File: src/design/rss_pkg.sv
// ---------------------------------------------------------------------------
// Restriction site screen package
// Motif table, assembly standard masks and shared widths.
// ---------------------------------------------------------------------------
package rss_pkg;

  localparam int unsigned BASE_W      = 8;
  localparam int unsigned HIST_DEPTH  = 7;
  localparam int unsigned WIN_BYTES   = HIST_DEPTH + 1;
  localparam int unsigned WIN_W       = WIN_BYTES * BASE_W;
  localparam int unsigned MOTIF_COUNT = 15;
  localparam int unsigned STD_COUNT   = 6;

  typedef logic [BASE_W-1:0]      base_t;
  typedef logic [HIST_DEPTH-1:0][BASE_W-1:0] hist_t;
  typedef logic [WIN_W-1:0]       window_t;
  typedef logic [MOTIF_COUNT-1:0] motif_mask_t;
  typedef logic [STD_COUNT-1:0]   std_mask_t;
  typedef logic [3:0]             motif_len_t;

  // The last character of each motif sits in the low byte.
  localparam window_t MOTIF_SEQ [MOTIF_COUNT] = '{
    window_t'("GAATTC"),   window_t'("TCTAGA"),  window_t'("ACTAGT"),
    window_t'("CTGCAG"),   window_t'("GCGGCCGC"), window_t'("GCTAGC"),
    window_t'("CAGCTG"),   window_t'("CTCGAG"),  window_t'("CCTAGG"),
    window_t'("GCTCTTC"),  window_t'("GAAGAGC"), window_t'("GGATCC"),
    window_t'("AGATCT"),   window_t'("GCCGGC"),  window_t'("ACCGGT")
  };

  localparam motif_len_t MOTIF_LEN [MOTIF_COUNT] = '{
    4'd6, 4'd6, 4'd6, 4'd6, 4'd8, 4'd6, 4'd6, 4'd6,
    4'd6, 4'd7, 4'd7, 4'd6, 4'd6, 4'd6, 4'd6
  };

  localparam motif_mask_t STD_MASK [STD_COUNT] = '{
    15'h001F, 15'h003D, 15'h07C2, 15'h1881, 15'h001F, 15'h601F
  };

  function automatic window_t motif_byte_mask(motif_len_t len);
    window_t mask;
    mask = '0;
    for (int k = 0; k < WIN_BYTES; k++) begin
      if (k < int'(len)) begin
        mask[k*BASE_W +: BASE_W] = '1;
      end
    end
    return mask;
  endfunction

endpackage

File: src/design/rss_matcher.sv
// ---------------------------------------------------------------------------
// Restriction site screen motif matcher
// Compares the eight-byte window against every motif in parallel.
// ---------------------------------------------------------------------------
module rss_matcher
  import rss_pkg::*;
(
  input  window_t     window,
  output motif_mask_t hits
);

  always_comb begin
    for (int m = 0; m < MOTIF_COUNT; m++) begin
      hits[m] = (window & motif_byte_mask(MOTIF_LEN[m])) == MOTIF_SEQ[m];
    end
  end

endmodule

File: config.mk
export PLATFORM = sky130hd
export DESIGN_NAME = rss_matcher
export DESIGN_NICKNAME = d
export VERILOG_FILES = /design/src/design/rss_pkg.sv /design/src/design/rss_matcher.sv
export SDC_FILE = /design/constraint.sdc
export NUM_CORES = 1
export LEC_CHECK = 0
export ABC_AREA = 1
export BUFFER_PORTS_ARGS = -buffer_cell sky130_fd_sc_hd__buf_2
export CAP_MARGIN = 40
export CORE_AREA = 2 2 52 54
export DETAILED_ROUTE_END_ITERATION = 10
export DIE_AREA = 0 0 54 56
export GPL_TIMING_DRIVEN = 0
export PLACE_DENSITY = 0.77
export SYNTH_ARGS = -nofsm -noshare
export SYNTH_HDL_FRONTEND = slang
export SYNTH_SLANG_ARGS = --single-unit
File: constraint.sdc
create_clock -name vclk -period 0.8
set_input_delay 0.08 -clock vclk [all_inputs]
set_output_delay 0.08 -clock vclk [all_outputs]
set_load 0.05 [all_outputs]
==> summary.md <==
| Metric | Value |
|---|---|
| Status | finished, violations left |
| Failing checks | negative setup slack |
| RSZ-0062 raised after global routing | true |
| GRT Util Overall | 22.6% |
| Setup slack after layout | -421 ps |
| Iteration-0 DRC Markers | 24 |
| ANT cells | 0 |
| Most used routing layer | met2 |
| M3 GR Usage | 2.42% |
| Setup CP Type | input pin to primary output |
| Largest net degree at the start of global routing | 5 |
| Max_cap viols | 0 |
| Remaining antenna violation count after routing | 0 |
| Gpl congestion | 0.828 |
| First-pass GRT wire length | 5510 um |
| Grt ovf | 0 |
| Area contributors post-synth | nand2_1 33%, nor2_1 25%, inv_1 20% |
| Arrival @ worst endpoint | 1140 ps |
| Leak | 1.06 nW |
| Die area | 3020 um2 |
| Seq cells | 0 |
| Vias in the first global route | 1494 |
| Leading area contributor after synthesis | nand2_1 |
| Mean cell area of the mapped netlist | 4.16 um2 |
| Critical Path RT | 720 ps |
| Core box area | 2430 um2 |
| Die Y | 56 um |
| DP HPWL | 2440 um |
| Final setup vio count | 15 |
| Synth Warn # | 0 |
| Share of cells above drive strength 1 | 68.4% |
| Via count | 1688 |
| Crit path max fanout | 3 |
| Initial antenna violation count | 0 |
| Post-Place Cells | 336 |
| First drt pass iteration count | 4 |
| Via-per-instance ratio | 5.01 |
| Layout Utilization | 90.6% |
| Clkbuf count | 0 |
| FILL cells | 124 |
| Register area | 0 um2 |
| Row cnt | 18 |
| Met2 Resource Use GR | 47.2% |
| Buf+Inv Stages, Crit Path | 3 |
| Hold crit path type | input pin to primary output |
| Post-Route WL | 4810 um |
| Chip Width | 54 um |
| Fin cells | 337 |
| Post-synthesis cell count | 227 |
| Syn_nets | 291 |
| Register area share after synthesis | 0% |
| Slowest stage delay, CP | 170 ps |
| Yosys cell types | 9 |
| Placement Setup Slack | -464 ps |
| Total I/O pin count | 79 |
| Fin crit period | 1220 ps |
| Final hold violations | 0 |
| Tot Pwr | 651 uW |
| Tcrit/Tclk final | 153% |
| Crit end category | primary output |
| Hold Crit Start | window[54] |
| Worst-Margin Slew | 239 ps |
| Fin Setup TNS | -5560 ps |
| Startpoint types | input pin |
| Crit path max-delay family | simple AND/OR/NAND/NOR gates |
| CP Cell Sequence | buf_2 -> inv_1 -> nand2_1 -> nor2_2 -> nand2_4 -> nor2_2 -> nand2_2 -> nor2_4 -> buf_8 |
| DR DRC count | 0 |
| Pwr dens | 295 nW/um2 |
| Share of Yosys cell area claimed by the top area cell type | 32.6% |
| Initial Util | 38.8% |
| GR Util met1 | 22.6% |
| Slew Limit Fails | 0 |
| WL/cell | 14.3 um |
| Max stage delay cell, worst path | nor2_2 |
| Top cell by count, worst path | nor2_2 |
| VDD IR max | 321 uV |
| Mapped Area | 945 um2 |
| Slew HR | 84.0% |
| Hold Crit Depth | 6 |
| Area of the multi-input gates | 1180 um2 |
| Hold Path End | hits[10] |
| Layout area overhead | 133% |
| Max Fclk | 819 MHz |
| Port-buffer cells | 79 |
| Final net count | 373 |
==> layout make-up <==
cell class,count,area share (%)
Multi-Input combinational cell,172,53.3
Timing Repair Buffer,80,32.0
Inverter,55,13.0
Tap cell,30,1.70
==> how the worst max path moves through the flow <==
stage               start       end  cells after the start
2_1_floorplan  window[21]   hits[1]                      7
3_3_place_gp   window[21]   hits[1]                      9
3_5_place_dp   window[28]  hits[13]                      9
4_1_cts         window[7]   hits[5]                      9
5_1_grt         window[2]  hits[13]                      9
6_report        window[2]   hits[9]                      9
==> power breakdown <==
part / switching (mW) / internal (mW) / total [mW]
logic: 0.342 / 0.309 / 0.651
registers: 0 / 0 / 0
clock network: 0 / 0 / 0
total: 0.342 / 0.309 / 0.651
==> timing repair <==
| item | 4_1_cts | 5_1_grt |
|---|---|---|
| hold buffers | 0 | 0 |
| resized for setup | 111 | 52 |
| setup buffers | 0 | 1 |
| endpoints found under the setup margin | 15 | 15 |
| pin swaps | 38 | 28 |
| hold endpoints to repair | 0 | 0 |
==> Yosys cell counts (all sizes together) <==
library cell and number:
nand2 91, nor2 75, inv 55, nand3 4
nand4 2
==> cell usage in the layout, fill, tap and decap left out, drive strengths merged <==
cell type  count
inv           55
nor2          75
nand4          2
buf           80
nand3          4
nand2         91
==> kinds of logic after synthesis <==
group	share of synthesized area [%]
and+or+nand+nor	78.1
buffers and inverters	21.9
==> metal layers <==
| metal | vias up | share of wire [%] |
|---|---|---|
| met3 | 22 | 5.8 |
| met1 | 771 | 31 |
| li1 | 802 | - |
| met4 | 0 | 4.7 |
| met5 | - | 0 |
| met2 | 93 | 59 |
==> metrics by stage <==
stage	area (um2)	hold slack, ps
after floorplan	1200	436
after global placement	1630	713
after detailed placement	1630	718
after CTS	2010	668
after global routing	2200	693
final	2200	669
Note: power is estimated with default switching activity, not from simulation.
